### config.mk
export PLATFORM = sky130hd
export DESIGN_NAME = smta_control
export DESIGN_NICKNAME = d
export VERILOG_FILES = /design/src/hdl/smta_pkg.sv /design/src/hdl/smta_control.sv
export SDC_FILE = /design/constraint.sdc
export NUM_CORES = 1
export LEC_CHECK = 0
export ABC_CLOCK_PERIOD_IN_PS = 3500
export BUFFER_PORTS_ARGS = -buffer_cell sky130_fd_sc_hd__buf_2
export CAP_MARGIN = 15
export CELL_PAD_IN_SITES_DETAIL_PLACEMENT = 1
export CELL_PAD_IN_SITES_GLOBAL_PLACEMENT = 2
export CORE_AREA = 2 2 39 41
export CTS_CLUSTER_SIZE = 12
export DETAILED_ROUTE_END_ITERATION = 6
export DIE_AREA = 0 0 41 43
export PLACE_DENSITY = 0.58
export REMOVE_ABC_BUFFERS = 1
export SYNTH_ARGS = -nofsm -noshare
export SYNTH_HDL_FRONTEND = slang
export SYNTH_SLANG_ARGS = --single-unit
### constraint.sdc
create_clock -name clk -period 3.5 [get_ports clk]
set_input_delay 0.175 -clock clk [delete_from_list [all_inputs] [get_ports clk]]
set_output_delay 0.175 -clock clk [all_outputs]
set_load 0.03 [all_outputs]
### src/hdl/smta_pkg.sv
`timescale 1ns / 1ps
`default_nettype none

package smta_pkg;

    typedef struct packed {
        logic load_in;
        logic fill_step;
        logic slide_remove;
        logic slide_insert;
        logic load_out;
    } smta_cmd_t;

    typedef struct packed {
        logic filling;
    } smta_stat_t;

    localparam logic [6:0] WINDOW_SIZE_RESET = 7'd64;

endpackage

`default_nettype wire

### src/hdl/smta_control.sv
`timescale 1ns / 1ps
`default_nettype none

module smta_control (
    input  wire logic              clk,
    input  wire logic              rst_n,
    input  wire logic              in_valid,
    output logic                   in_stall,
    output logic                   out_valid,
    input  wire logic              out_stall,
    input  wire smta_pkg::smta_stat_t stat,
    output smta_pkg::smta_cmd_t    cmd
);

    typedef enum logic [1:0] {
        S_IDLE,
        S_EVAL,
        S_INSERT,
        S_DONE
    } state_t;

    state_t state_reg;
    state_t state_next;
    logic   out_valid_reg;
    logic   out_valid_next;
    logic   out_free;

    assign out_free  = !out_valid_reg || !out_stall;
    assign in_stall  = (state_reg != S_IDLE);
    assign out_valid = out_valid_reg;

    always_comb
    begin
        state_next     = state_reg;
        out_valid_next = out_valid_reg && out_stall;
        cmd            = '0;
        case (state_reg)
            S_IDLE:
            begin
                if (in_valid)
                begin
                    cmd.load_in = 1'b1;
                    state_next  = S_EVAL;
                end
            end
            S_EVAL:
            begin
                if (stat.filling)
                begin
                    cmd.fill_step = 1'b1;
                    state_next    = S_DONE;
                end
                else
                begin
                    cmd.slide_remove = 1'b1;
                    state_next       = S_INSERT;
                end
            end
            S_INSERT:
            begin
                cmd.slide_insert = 1'b1;
                state_next       = S_DONE;
            end
            S_DONE:
            begin
                if (out_free)
                begin
                    cmd.load_out   = 1'b1;
                    out_valid_next = 1'b1;
                    state_next     = S_IDLE;
                end
            end
            default:
            begin
                state_next = S_IDLE;
            end
        endcase
    end

    always_ff @(posedge clk or negedge rst_n)
    begin
        if (!rst_n)
        begin
            state_reg     <= S_IDLE;
            out_valid_reg <= 1'b0;
        end
        else
        begin
            state_reg     <= state_next;
            out_valid_reg <= out_valid_next;
        end
    end

endmodule

`default_nettype wire

==> reports/results.env, run 1 <==
STATUS='finished clean'
CELL_INTERNAL_PWR_uW=184
DIE-HEIGHT_UM=43
ROWS=14
POSTCTSRESIZEDCELLS=0
NFILLCELLS=162
CP_CELL_SEQUENCE='inv_1 > ha_1 > and2_2 > buf_2'
POWER_SHARE_OF_THE_SEQUENTIAL_GROUP=0.198
FINAL-SEQ-AREA_UM2=75.1
SW_FRAC_OF_TOTAL=0.493
SEQ_AREA_FRAC_SYNTH=0.305
DPL.HPWL_UM=408
SYNTH_ENABLE_FLOP_CELLS=0
POST_CTS_SETUP_REPAIR_BUFFER_COUNT=0
SLEW_VIOL_FINAL=0
FINAL_CORE_UTILIZATION=0.259
CTS_MADE_BUFFERS=3
COMPOUND_GATE_PORTION_OF_THE_SYNTHESIZED_AREA=0.183
SYNTH_LARGEST_TYPE_AREA_FRACTION=0.305
ANTENNADIODECOUNT=0
DRT_WL_TOTAL_UM=515
SETUP_VIOL=0
DPL.CELL_COUNT=50
WORSTPATHREQUIRED_NS=3.32
P_COMB_FRAC=0.636
FLOORPLAN.DIE_AREA_UM2=1760
SYNTH.FF_LATCH_COUNT=3
HOLDWS_NS=0.188
GRT_PASS1_VIAS=220
ROUTE.DETAILED.VIAS_PER_INST=4.09
POWER.DENSITY_nW_PER_UM2=1010
CTS.REPORTEDPATHS.CLKPINSLEW_NS=0.04
STARTING_DENSITY=0.178
POWER.SWITCHING_uW=179
CTSHOLDBUFFERS=1
YOSYS.CELL_COUNT.TOP_TYPE='ha_1'
LARGEST_REGISTER_FF_COUNT=2
STATIC_POWER_DUE_TO_LEAKAGE_nW=0.196
WORST_PIN_SLEW_NS=0.179
MULTIPLEXER_SHARE_OF_THE_SYNTHESIZED_AREA=0
FIN_TOTAL_PWR_uW=362
YOSYS.AREA_SHARE.SIMPLE=0.213
LAYOUT-DRIVE-GT1-SHARE=0.487
DR.FIRST_ITER.DRC_COUNT=1
SYNTH_TOP_FAMILY_BY_AREA='adder cells'
CP_MAX_FO=5
CLOCK-SKEW-FINAL_NS=0.00574
DETAILED_ROUTING_ITERATION_COUNT_FOR_THE_PRE_ANTENNA_REPAIR_PASS=4
INITIAL_ANTENNA_VIOLATION_COUNT=0
YOSYSWARNINGCOUNT=0
SYN_AVG_CELL_AREA_UM2=10.7
SYNTHXORXNORAREAFRAC=0
TIMING_WORST_SETUP_PATH_TYPE='reg2out'
FINALNETCOUNT=50
ROUTE.ANTENNA.REMAINING_NETS=0
PLACEMENT.IO_BUFFERS=11
SETUP.WORST_PATH.START_CLASS='flip-flop'
WORST_SKEW_PAIR.LATE_LATENCY_NS=0.23
CPPEAKSTAGEDELAY_NS=0.39
GRT_USE_TOTAL=0.0746
FINALWORSTPATHREQUIREDPERIOD_NS=1.56
YS_ASYNC_SR_FRACTION=1.00
CLOCKBUFFERDEPTH=2
CLOCK-ROOT-BUFFER='clkbuf_4'
VIA_COUNT=225
POSTSYNTHCELLCOUNT=23
SYNTHTOPCELLSBYCOUNT='ha_1, dfrtp_1, inv_1'
AVERAGE_ROUTED_WIRE_PER_STANDARD_CELL_UM=9.36
FMAX_MHz=642
MAPPEDNETLISTAREA_UM2=246
WORST-PATH-BUF-INV=2
FLOORPLAN.CORE_AREA_UM2=1380
NUMBER_OF_DISTINCT_LIBRARY_CELLS_AFTER_SYNTHESIS=15
VDD.IR_DROP.WORST_mV=0.423
CRITICAL-PATH-TOP-DELAY-FAMILY='flip-flops'
TRITONCTS_NUM_SINKS=3
FIN_CELLS=55
FLOW.AREA_GROWTH_FROM_SYNTHESIS_PCT=45.2
SLEW_HEADROOM=0.881
GLOBAL_ROUTE_WIRE_LENGTH_BEFORE_REPAIR_UM=841
CTS-HTREE-LEVELS=1
ROUTE.DETAILED.DRC=0
LAYOUT_WORST_PATH_CYCLE_SHARE=0.445
CRITPATHCAPTURETYPE='output port'
GRT_START_MAX_NET_PINS=6
TOP_CELLS_BY_AREA_IN_THE_SYNTHESIZED_NETLIST='dfrtp_1, ha_1, nand2b_4, inv_1, nand3_2'
GPL.FINAL_WEIGHTED_CONGESTION=0.692
SYNTH-MAIN-FF-CELL='dfrtp_1'
MAX_CAP_VIOL_COUNT=0
TRITONCTS='yes'
FINAL_HOLD_VIOL_COUNT=0
SYNTH_FA_HA_AREA_FRAC=0.254
MULTIINPUTGATEAREA_UM2=160
HOLD_CLASS='in2reg'
TOP_LEVEL_PORTS=12
RSZ0062_AT_GRT='no'
STANDARD_CELL_WITH_THE_MAXIMUM_STAGE_DELAY_ON_THE_CRITICAL_PATH='dfrtp_1'
DIE_X_UM=41
NETLIST.TOP_CELL.BY_AREA='dfrtp_1'
DATA_ARRIVAL_TIME_AT_THE_WORST_SLACK_ENDPOINT_NS=1.38
CLOCK_POWER_SHARE=0.166
OVERFLOW_LEFT_AFTER_GLOBAL_ROUTING=0
SETUP_TOTAL_NEGATIVE_SLACK_NS=0
## layer usage
| layer | GRT usage | wire length [um] | vias up |
|---|---|---|---|
| met3 | 0.0628 | 51 | 0 |
| met2 | 0.113 | 259 | 9 |
| met5 | 0 | 0 | - |
| met1 | 0.0749 | 204 | 102 |
| met4 | 0.0200 | 0 | 0 |
| li1 | - | - | 114 |
## path summary, 6_finish.rpt
path                                           from                  endpoint  slack (ns)  cells after the start
max reg2reg                state_reg[0]$_DFFE_PN0P_  state_reg[1]$_DFFE_PN0P_        2.25                      4
max in group asynchronous                     rst_n       out_valid$_DFF_PN0_        3.13                      2
min reg2reg                     out_valid$_DFF_PN0_       out_valid$_DFF_PN0_        0.54                      1
min                                       out_stall       out_valid$_DFF_PN0_        0.19                      2
min in group asynchronous                     rst_n  state_reg[0]$_DFFE_PN0P_        0.26                      2
max                        state_reg[0]$_DFFE_PN0P_                    cmd[4]        1.94                      4
## per-stage QoR
step	cell area, um2	setup slack [ns]
after floorplan	246	2.02
final	358	1.94
after global placement	322	2.20
after CTS	358	1.92
after detailed placement	322	2.20
after global routing	358	1.87
## power groups by stage
stage                     Combinational, mW  Clock (mW)  Sequential, mW
final                                 0.230      0.0602          0.0717
after global routing                  0.252      0.0676          0.0748
after CTS                             0.236      0.0638          0.0718
after detailed placement              0.230           0          0.0727
after global placement                0.228           0          0.0718
after floorplan                       0.167           0          0.0805
## final cells by class
class                   instances  area share
multi-input cells              17       0.448
well taps                      16      0.0559
inverters                       3      0.0315
clock buffers                   4      0.0734
flip-flops and latches          3       0.210
repair buffers                 12       0.182
## kinds of logic after synthesis
family	after synthesis
buf+inv	3
simple gates	6
fa+ha+maj	5
flops	3
compound gates	6
## cell usage in the layout (no fill, tap or decap)
cell type / instances
and2_2: 1
dlygate4sd3_1: 1
clkbuf_4: 3
a31o_2: 1
nand3_2: 1
nand2b_4: 1
ha_1: 5
dfrtp_1: 3
buf_2: 11
and2b_1: 1
o211ai_1: 1
a32oi_1: 1
clkbuf_1: 1
nor3_1: 1
a21boi_0: 1
a21oi_1: 1
and2_4: 1
a21o_1: 1
inv_1: 3
Power figures use the tool's default switching activity.
==> run 2: changes to the inputs <==
--- a/config.mk
+++ b/config.mk
@@ -5,16 +5,17 @@
 export SDC_FILE = /design/constraint.sdc
 export NUM_CORES = 1
 export LEC_CHECK = 0
-export ABC_CLOCK_PERIOD_IN_PS = 3500
+export ABC_AREA = 1
+export ABC_CLOCK_PERIOD_IN_PS = 1320
 export BUFFER_PORTS_ARGS = -buffer_cell sky130_fd_sc_hd__buf_2
 export CAP_MARGIN = 15
 export CELL_PAD_IN_SITES_DETAIL_PLACEMENT = 1
 export CELL_PAD_IN_SITES_GLOBAL_PLACEMENT = 2
-export CORE_AREA = 2 2 39 41
+export CORE_MARGIN = 2
+export CORE_UTILIZATION = 18
 export CTS_CLUSTER_SIZE = 12
 export DETAILED_ROUTE_END_ITERATION = 6
-export DIE_AREA = 0 0 41 43
-export PLACE_DENSITY = 0.58
+export PLACE_DENSITY = 0.64
 export REMOVE_ABC_BUFFERS = 1
 export SYNTH_ARGS = -nofsm -noshare
 export SYNTH_HDL_FRONTEND = slang
==> constraint.sdc (replaced) <==
create_clock -name clk -period 1.32 [get_ports clk]
set_input_delay 0.066 -clock clk [delete_from_list [all_inputs] [get_ports clk]]
set_output_delay 0.066 -clock clk [all_outputs]
set_load 0.03 [all_outputs]
==> run 2 against run 1 <==
  * Global-route usage down 0.37 points
  * Final cell count up 25%
  * Non-clock buffer count rose by 3
  * Clock power rose to 2.6 times the previous value
  * Register-to-register slack got worse by 2.0 ns
==> reports/results.env, run 2 <==
YOSYS.CELL_COUNT.TOP_TYPE='nand2_1'
FINALWORSTSETUPSLACK_NS=0.0661
FINAL_CORE_UTILIZATION=0.313
ROWS=13
HOLD_CLASS='in2reg'
WORST_PIN_SLEW_NS=0.162
DATA_ARRIVAL_TIME_AT_THE_WORST_SLACK_ENDPOINT_NS=1.19
HOLDCRITSTARTPOINT='out_stall'
TRITONCTS='yes'
STARTING_DENSITY=0.194
STATUS='finished clean'
ROUTE.DETAILED.VIAS_PER_INST=3.90
FINALWORSTPATHREQUIREDPERIOD_NS=1.25
SLEW_VIOL_FINAL=0
FMAX_MHz=797
RSZ0062_AT_GRT='yes'
SLEW_HEADROOM=0.892
STANDARD_CELL_WITH_THE_MAXIMUM_STAGE_DELAY_ON_THE_CRITICAL_PATH='dfrtp_1'
POWER.DENSITY_nW_PER_UM2=2600
POST-PLACE-WS_NS=0.159
FLOW.AREA_GROWTH_FROM_SYNTHESIS_PCT=60.9
HOLD_PATH_END='out_valid$_DFF_PN0_'
DPL.CELL_COUNT=61
GRT_PASS1_VIAS=241
GLOBAL_ROUTE_WIRE_LENGTH_BEFORE_REPAIR_UM=952
VIA_COUNT=269
WORSTPATHREQUIRED_NS=1.25
R2R_START='state_reg[0]$_DFFE_PN0P_'
SETUP_TOTAL_NEGATIVE_SLACK_NS=0
SETUP_VIOL=0
CTS-HTREE-LEVELS=1
DETAILED_ROUTING_ITERATION_COUNT_FOR_THE_PRE_ANTENNA_REPAIR_PASS=2
TIMING_WORST_SETUP_PATH_TYPE='reg2out'
WORST-PATH-BUF-INV=3
FLOORPLAN.CORE_AREA_UM2=1300
YS_ASYNC_SR_FRACTION=1.00
ROUTE.DETAILED.DRC=0
DR.FIRST_ITER.DRC_COUNT=4
CP_CELL_SEQUENCE='inv_2 > ha_2 > nand2_1 > inv_1 > buf_4'
DIE_X_UM=41.5
INITIAL_ANTENNA_VIOLATION_COUNT=0
SYNTH.FF_LATCH_COUNT=3
TOP_LEVEL_PORTS=12
FIN_CELLS=69
SYNTHTOPCELLSBYCOUNT='nand2_1, inv_1, ha_1'
SETUP.WORST_PATH.START_CLASS='flip-flop'
SYNTH_ENABLE_FLOP_CELLS=0
CLOCK-SKEW-FINAL_NS=0.00203
GRT_USE_TOTAL=0.0709
NETLIST.TOP_CELL.BY_AREA='dfrtp_1'
STATIC_POWER_DUE_TO_LEAKAGE_nW=0.248
DIE-HEIGHT_UM=41.5
CLOCK-ROOT-BUFFER='clkbuf_4'
CP_MAX_FO=4
CRIT_REG_REG_ENDPOINT='state_reg[0]$_DFFE_PN0P_'
HOLD_CRITICAL_PATH_DEPTH=3
SYN_AVG_CELL_AREA_UM2=7.22
CTS.REPORTEDPATHS.CLKPINSLEW_NS=0.04
VDD.IR_DROP.WORST_mV=0.817
YOSYSWARNINGCOUNT=0
SYNTH-MAIN-FF-CELL='dfrtp_1'
FINALNETCOUNT=65
CTS_MADE_BUFFERS=3
ROUTE.ANTENNA.REMAINING_NETS=0
COMMONEST_CELLS_AFTER_ROUTING_FILL_AND_TAPS_ASIDE='nand2_1, inv_1, buf_2, buf_4'
SYNTH_LARGEST_TYPE_AREA_FRACTION=0.297
CLOCKBUFFERDEPTH=2
RRSETUPSLACK_NS=0.21
TRITONCTS_NUM_SINKS=3
MAX_CAP_VIOL_COUNT=0
CRITICAL-PATH-TOP-DELAY-FAMILY='flip-flops'
FLOORPLAN.DIE_AREA_UM2=1720
WORST_SKEW_PAIR.LATE_LATENCY_NS=0.23
CPPEAKSTAGEDELAY_NS=0.42
DRT_WL_TOTAL_UM=555
FIN_AREA_UM2=407
FINAL_HOLD_VIOL_COUNT=0
PLACEMENT.IO_BUFFERS=11
OVERFLOW_LEFT_AFTER_GLOBAL_ROUTING=0
MAPPEDNETLISTAREA_UM2=253
ANTENNADIODECOUNT=0
LAYOUT_WORST_PATH_CYCLE_SHARE=0.950
GRT_START_MAX_NET_PINS=5
CRITPATHCAPTURETYPE='output port'
AVERAGE_ROUTED_WIRE_PER_STANDARD_CELL_UM=8.04
SEQ_AREA_FRAC_SYNTH=0.297
NFILLCELLS=171
NUMBER_OF_DISTINCT_LIBRARY_CELLS_AFTER_SYNTHESIS=9
LAYOUT-DRIVE-GT1-SHARE=0.463
COMMONEST_NON_FILL_NON_TAP_CELL_IN_THE_LAYOUT='nand2_1'
TOP_CELLS_BY_AREA_IN_THE_SYNTHESIZED_NETLIST='dfrtp_1, ha_1, nand2_1, inv_1, nand3_1'
PLACED_AREA_UM2=327
GPL.FINAL_WEIGHTED_CONGESTION=0.623
DPL.HPWL_UM=428
REG2REG_DEPTH=7
POSTSYNTHCELLCOUNT=35
LARGEST_REGISTER_FF_COUNT=2
[run 2: cell count changes after synthesis, sizes merged, moves of 2 or more]
cell	before	now
nand2	0	12
inv	3	9
nand3	1	4
and2	2	0
[run 2: worst max path at each step]
| stage | from | end | slack, ns | cells past startpoint |
|---|---|---|---|---|
| final | state_reg[0]$_DFFE_PN0P_ | cmd[4] | 0.07 | 5 |
| after CTS | state_reg[0]$_DFFE_PN0P_ | cmd[4] | 0.003 | 5 |
| after global placement | state_reg[1]$_DFFE_PN0P_ | state_reg[0]$_DFFE_PN0P_ | 0.16 | 6 |
| after global routing | state_reg[0]$_DFFE_PN0P_ | cmd[4] | -0.01 | 5 |
| after floorplan | state_reg[1]$_DFFE_PN0P_ | cmd[0] | 0.15 | 3 |
| after detailed placement | state_reg[1]$_DFFE_PN0P_ | state_reg[0]$_DFFE_PN0P_ | 0.16 | 6 |
[run 2: layer usage]
metal | up-vias | routed length (um) | global-route usage
li1 | 142 | - | -
met4 | 0 | 0 | 0.0387
met3 | 0 | 17 | 0.0130
met5 | - | 0 | 0
met2 | 6 | 287 | 0.116
met1 | 121 | 250 | 0.0871
[run 2: metrics by stage]
stage	power (mW)	hold WS, ns
2_1_floorplan	0.639	-0.230
3_3_place_gp	0.787	-0.134
3_5_place_dp	0.786	-0.137
4_1_cts	0.998	0.0623
5_1_grt	1.17	0.0923
6_report	1.06	0.0830
[run 2: cell type report]
cell class / count / area [um2] / area share
clock buffers: 4 / 26.3 / 0.0646
well taps: 15 / 18.8 / 0.0462
multi-input cells: 23 / 155 / 0.382
repair buffers: 15 / 97.6 / 0.240
inverters: 9 / 33.8 / 0.0831
flip-flops and latches: 3 / 75.1 / 0.185
[run 2: where the power goes]
| part | internal, mW | switching [mW] | leakage (nW) |
|---|---|---|---|
| Combinational | 0.276 | 0.424 | 0.197 |
| Sequential | 0.142 | 0.0550 | 0.0361 |
| Clock | 0.113 | 0.0448 | 0.0150 |
| Total | 0.532 | 0.524 | 0.248 |
[run 2: worst reg2reg max path, delay by kind of cell, from the launching register on]
kind | cells | cell delay, ns
DFF | 1 | 0.41
adders and majority gates | 1 | 0.18
buffers and inverters | 3 | 0.25
and+or+nand+nor | 3 | 0.16
[run 2: kinds of logic (layout without fill, tap and decap cells)]
kind of cell,after synthesis,count (layout),share of synthesized area
buffers and inverters,9,28,0.134
and+or+nand+nor,17,17,0.302
AOI/OAI and AO/OA,1,1,0.0198
adders and majority gates,5,5,0.248
DFF,3,3,0.297
[run 2: what timing repair did]
| item | CTS | global route |
|---|---|---|
| endpoints found under the hold margin | 3 | 0 |
| hold buffers | 1 | 0 |
| gates resized for setup | 3 | 9 |
| setup endpoints to repair | 3 | 5 |
| buffers inserted | 1 | 2 |
==> run 3: changes to the inputs <==
--- a/config.mk
+++ b/config.mk
@@ -6,17 +6,18 @@
 export NUM_CORES = 1
 export LEC_CHECK = 0
 export ABC_AREA = 1
-export ABC_CLOCK_PERIOD_IN_PS = 1320
+export ABC_CLOCK_PERIOD_IN_PS = 1200
 export BUFFER_PORTS_ARGS = -buffer_cell sky130_fd_sc_hd__buf_2
 export CAP_MARGIN = 15
 export CELL_PAD_IN_SITES_DETAIL_PLACEMENT = 1
 export CELL_PAD_IN_SITES_GLOBAL_PLACEMENT = 2
-export CORE_MARGIN = 2
-export CORE_UTILIZATION = 18
+export CORE_AREA = 2 2 39 41
 export CTS_CLUSTER_SIZE = 12
 export DETAILED_ROUTE_END_ITERATION = 6
-export PLACE_DENSITY = 0.64
+export DIE_AREA = 0 0 41 43
+export PLACE_DENSITY = 0.65
 export REMOVE_ABC_BUFFERS = 1
 export SYNTH_ARGS = -nofsm -noshare
 export SYNTH_HDL_FRONTEND = slang
 export SYNTH_SLANG_ARGS = --single-unit
+export TNS_END_PERCENT = 10
==> constraint.sdc (replaced) <==
create_clock -name clk -period 1.2 [get_ports clk]
set_input_delay 0.06 -clock clk [delete_from_list [all_inputs] [get_ports clk]]
set_output_delay 0.06 -clock clk [all_outputs]
set_load 0.03 [all_outputs]
==> run 3 against run 2 <==
  * The flow now finishes with violations (setup timing)
  * Final cell count rose by 2.9%
  * Via count grew 3.0%
  * Register-to-register slack worse by 0.16 ns
  * Worst setup slack got worse by 0.10 ns
  * Core utilization up 4.9 points
  * Sequential share of layout area shrank 3.0 points
  * Die area up 2.5%
  * Critical path type unchanged
  * Critical endpoint is now cmd[2]
  * Largest cell class unchanged
==> reports/results.env, run 3 (synthesized netlist as in run 2, its figures left out) <==
FLOW.AREA_GROWTH_FROM_SYNTHESIS_PCT=98.0
ANTENNADIODECOUNT=0
FMAX_MHz=808
ROUTE.DETAILED.VIAS_PER_INST=3.90
CRITPATHCAPTURETYPE='output port'
FLOORPLAN.DIE_AREA_UM2=1760
COMMONEST_NON_FILL_NON_TAP_CELL_IN_THE_LAYOUT='nand2_1'
GRT_START_MAX_NET_PINS=5
GRT_USE_TOTAL=0.0857
DPL.CELL_COUNT=62
DATA_ARRIVAL_TIME_AT_THE_WORST_SLACK_ENDPOINT_NS=1.18
GPL.FINAL_WEIGHTED_CONGESTION=0.609
FAILED_CHECKS='setup timing'
CLOCKBUFFERDEPTH=2
DIE_X_UM=41
SETUP.WORST_PATH.START_CLASS='flip-flop'
RRSETUPSLACK_NS=0.05
FINALNETCOUNT=66
SLEW_VIOL_FINAL=0
DPL.HPWL_UM=427
FIN_AREA_UM2=500
CTS-HTREE-LEVELS=1
INITIAL_ANTENNA_VIOLATION_COUNT=0
TIMING_WORST_SETUP_PATH_TYPE='reg2out'
CLOCK-SKEW-FINAL_NS=0.00890
ROUTE.DETAILED.DRC=0
LARGEST_REGISTER_FF_COUNT=2
RSZ0062_AT_GRT='yes'
PLACED_AREA_UM2=328
CLOCK-ROOT-BUFFER='clkbuf_4'
ROWS=14
GRT_UTIL_MET3=0.0471
FINAL_HOLD_VIOL_COUNT=0
DRT_WL_TOTAL_UM=616
GLOBAL_ROUTE_WIRE_LENGTH_BEFORE_REPAIR_UM=945
HOLDWS_NS=0.101
SLEW_HEADROOM=0.873
HOLD_CLASS='in2reg'
DIE-HEIGHT_UM=43
FLOORPLAN.CORE_AREA_UM2=1380
OVERFLOW_LEFT_AFTER_GLOBAL_ROUTING=0
CTS_MADE_BUFFERS=3
AVERAGE_ROUTED_WIRE_PER_STANDARD_CELL_UM=8.68
WORSTPATHREQUIRED_NS=1.14
FIN_TOTAL_PWR_mW=1.44
ROUTE.ANTENNA.REMAINING_NETS=0
PLACEMENT.IO_BUFFERS=11
DR.FIRST_ITER.DRC_COUNT=2
MAX_CAP_VIOL_COUNT=0
GR-USAGE-MET2=0.122
WORST_SKEW_PAIR.LATE_LATENCY_NS=0.24
LAYOUT_WORST_PATH_CYCLE_SHARE=1.03
TOP_LEVEL_PORTS=12
GRT_BUSIEST_LAYER='met2'
SETUP_VIOL=4
FINALWORSTSETUPSLACK_NS=-0.0373
FIN_CELLS=71
CP_MAX_FO=4
GRT.MET1_USAGE=0.0912
GRT_PASS1_VIAS=264
WORST_PIN_SLEW_NS=0.190
POWER.DENSITY_nW_PER_UM2=2870
STARTING_DENSITY=0.183
CTS.REPORTEDPATHS.CLKPINSLEW_NS=0.04
SETUP_TOTAL_NEGATIVE_SLACK_NS=-0.0870
DETAILED_ROUTING_ITERATION_COUNT_FOR_THE_PRE_ANTENNA_REPAIR_PASS=3
LAYOUT-DRIVE-GT1-SHARE=0.545
TRITONCTS='yes'
COMMONEST_CELLS_AFTER_ROUTING_FILL_AND_TAPS_ASIDE='nand2_1, inv_1, buf_6'
TRITONCTS_NUM_SINKS=3
VIA_COUNT=277
STATIC_POWER_DUE_TO_LEAKAGE_nW=0.263
FINALWORSTPATHREQUIREDPERIOD_NS=1.24
VDD.IR_DROP.WORST_mV=1.06
STATUS='finished with violations'
## run 3: changes by cell type in the layout (fill, tap and decap cells not counted), moves of 2 or more
cell	previous run	this run
ha_2	2	0
buf_2	7	5
dfrtp_1	3	1
ha_1	3	1
ha_4	0	4
dfrtp_2	0	2
buf_6	0	6
inv_4	0	2
buf_4	7	4
## run 3: path summary, 6_finish.rpt
kind | startpoint | endpoint | depth (start not counted)
max | state_reg[1]$_DFFE_PN0P_ | cmd[2] | 5
min | out_stall | out_valid$_DFF_PN0_ | 3
max reg2reg | state_reg[0]$_DFFE_PN0P_ | state_reg[0]$_DFFE_PN0P_ | 6
min reg2reg | state_reg[1]$_DFFE_PN0P_ | state_reg[1]$_DFFE_PN0P_ | 2
max in group asynchronous | rst_n | state_reg[1]$_DFFE_PN0P_ | 2
min in group asynchronous | rst_n | state_reg[0]$_DFFE_PN0P_ | 2
## run 3: power by group
| group | leakage [nW] | switching, mW | internal [mW] |
|---|---|---|---|
| clock | 0.0150 | 0.0563 | 0.125 |
| sequential | 0.0340 | 0.108 | 0.164 |
| combinational | 0.214 | 0.532 | 0.454 |
| total | 0.263 | 0.696 | 0.743 |
## run 3: metal layers
metal | vias up | wire (um)
li1 | 142 | -
met1 | 131 | 259
met2 | 4 | 329
met3 | 0 | 26
met4 | 0 | 0
met5 | - | 0
## run 3: through the flow
stage	setup slack, ns	util
6_report	-0.0373	0.362
5_1_grt	-0.0951	0.362
4_1_cts	-0.0382	0.354
3_5_place_dp	0.0460	0.237
3_3_place_gp	0.0326	0.237
2_1_floorplan	0.0408	-
## run 3: what timing repair did
action                                 in CTS  in global routing
resized for setup                          27                  2
hold buffers                                1                  0
endpoints found under the hold margin       3                  0
pin swaps                                   3                  0
setup endpoints to repair                   5                  7
buffers inserted                            4                  0
## run 3: critical path, stage by stage, from the launching register on
cell and delay [ns]:
dfrtp_2 0.45, inv_4 0.10, ha_4 0.12, inv_1 0.03
nor2_1 0.07, buf_4 0.16
## run 3: final cells by class
class	instances	area [um2]
clock buffer	4	26.3
inverter	9	38.8
timing repair buffer	16	133
multi-input combinational	23	205
fill	167	883
tap	16	20.0
sequential	3	77.6
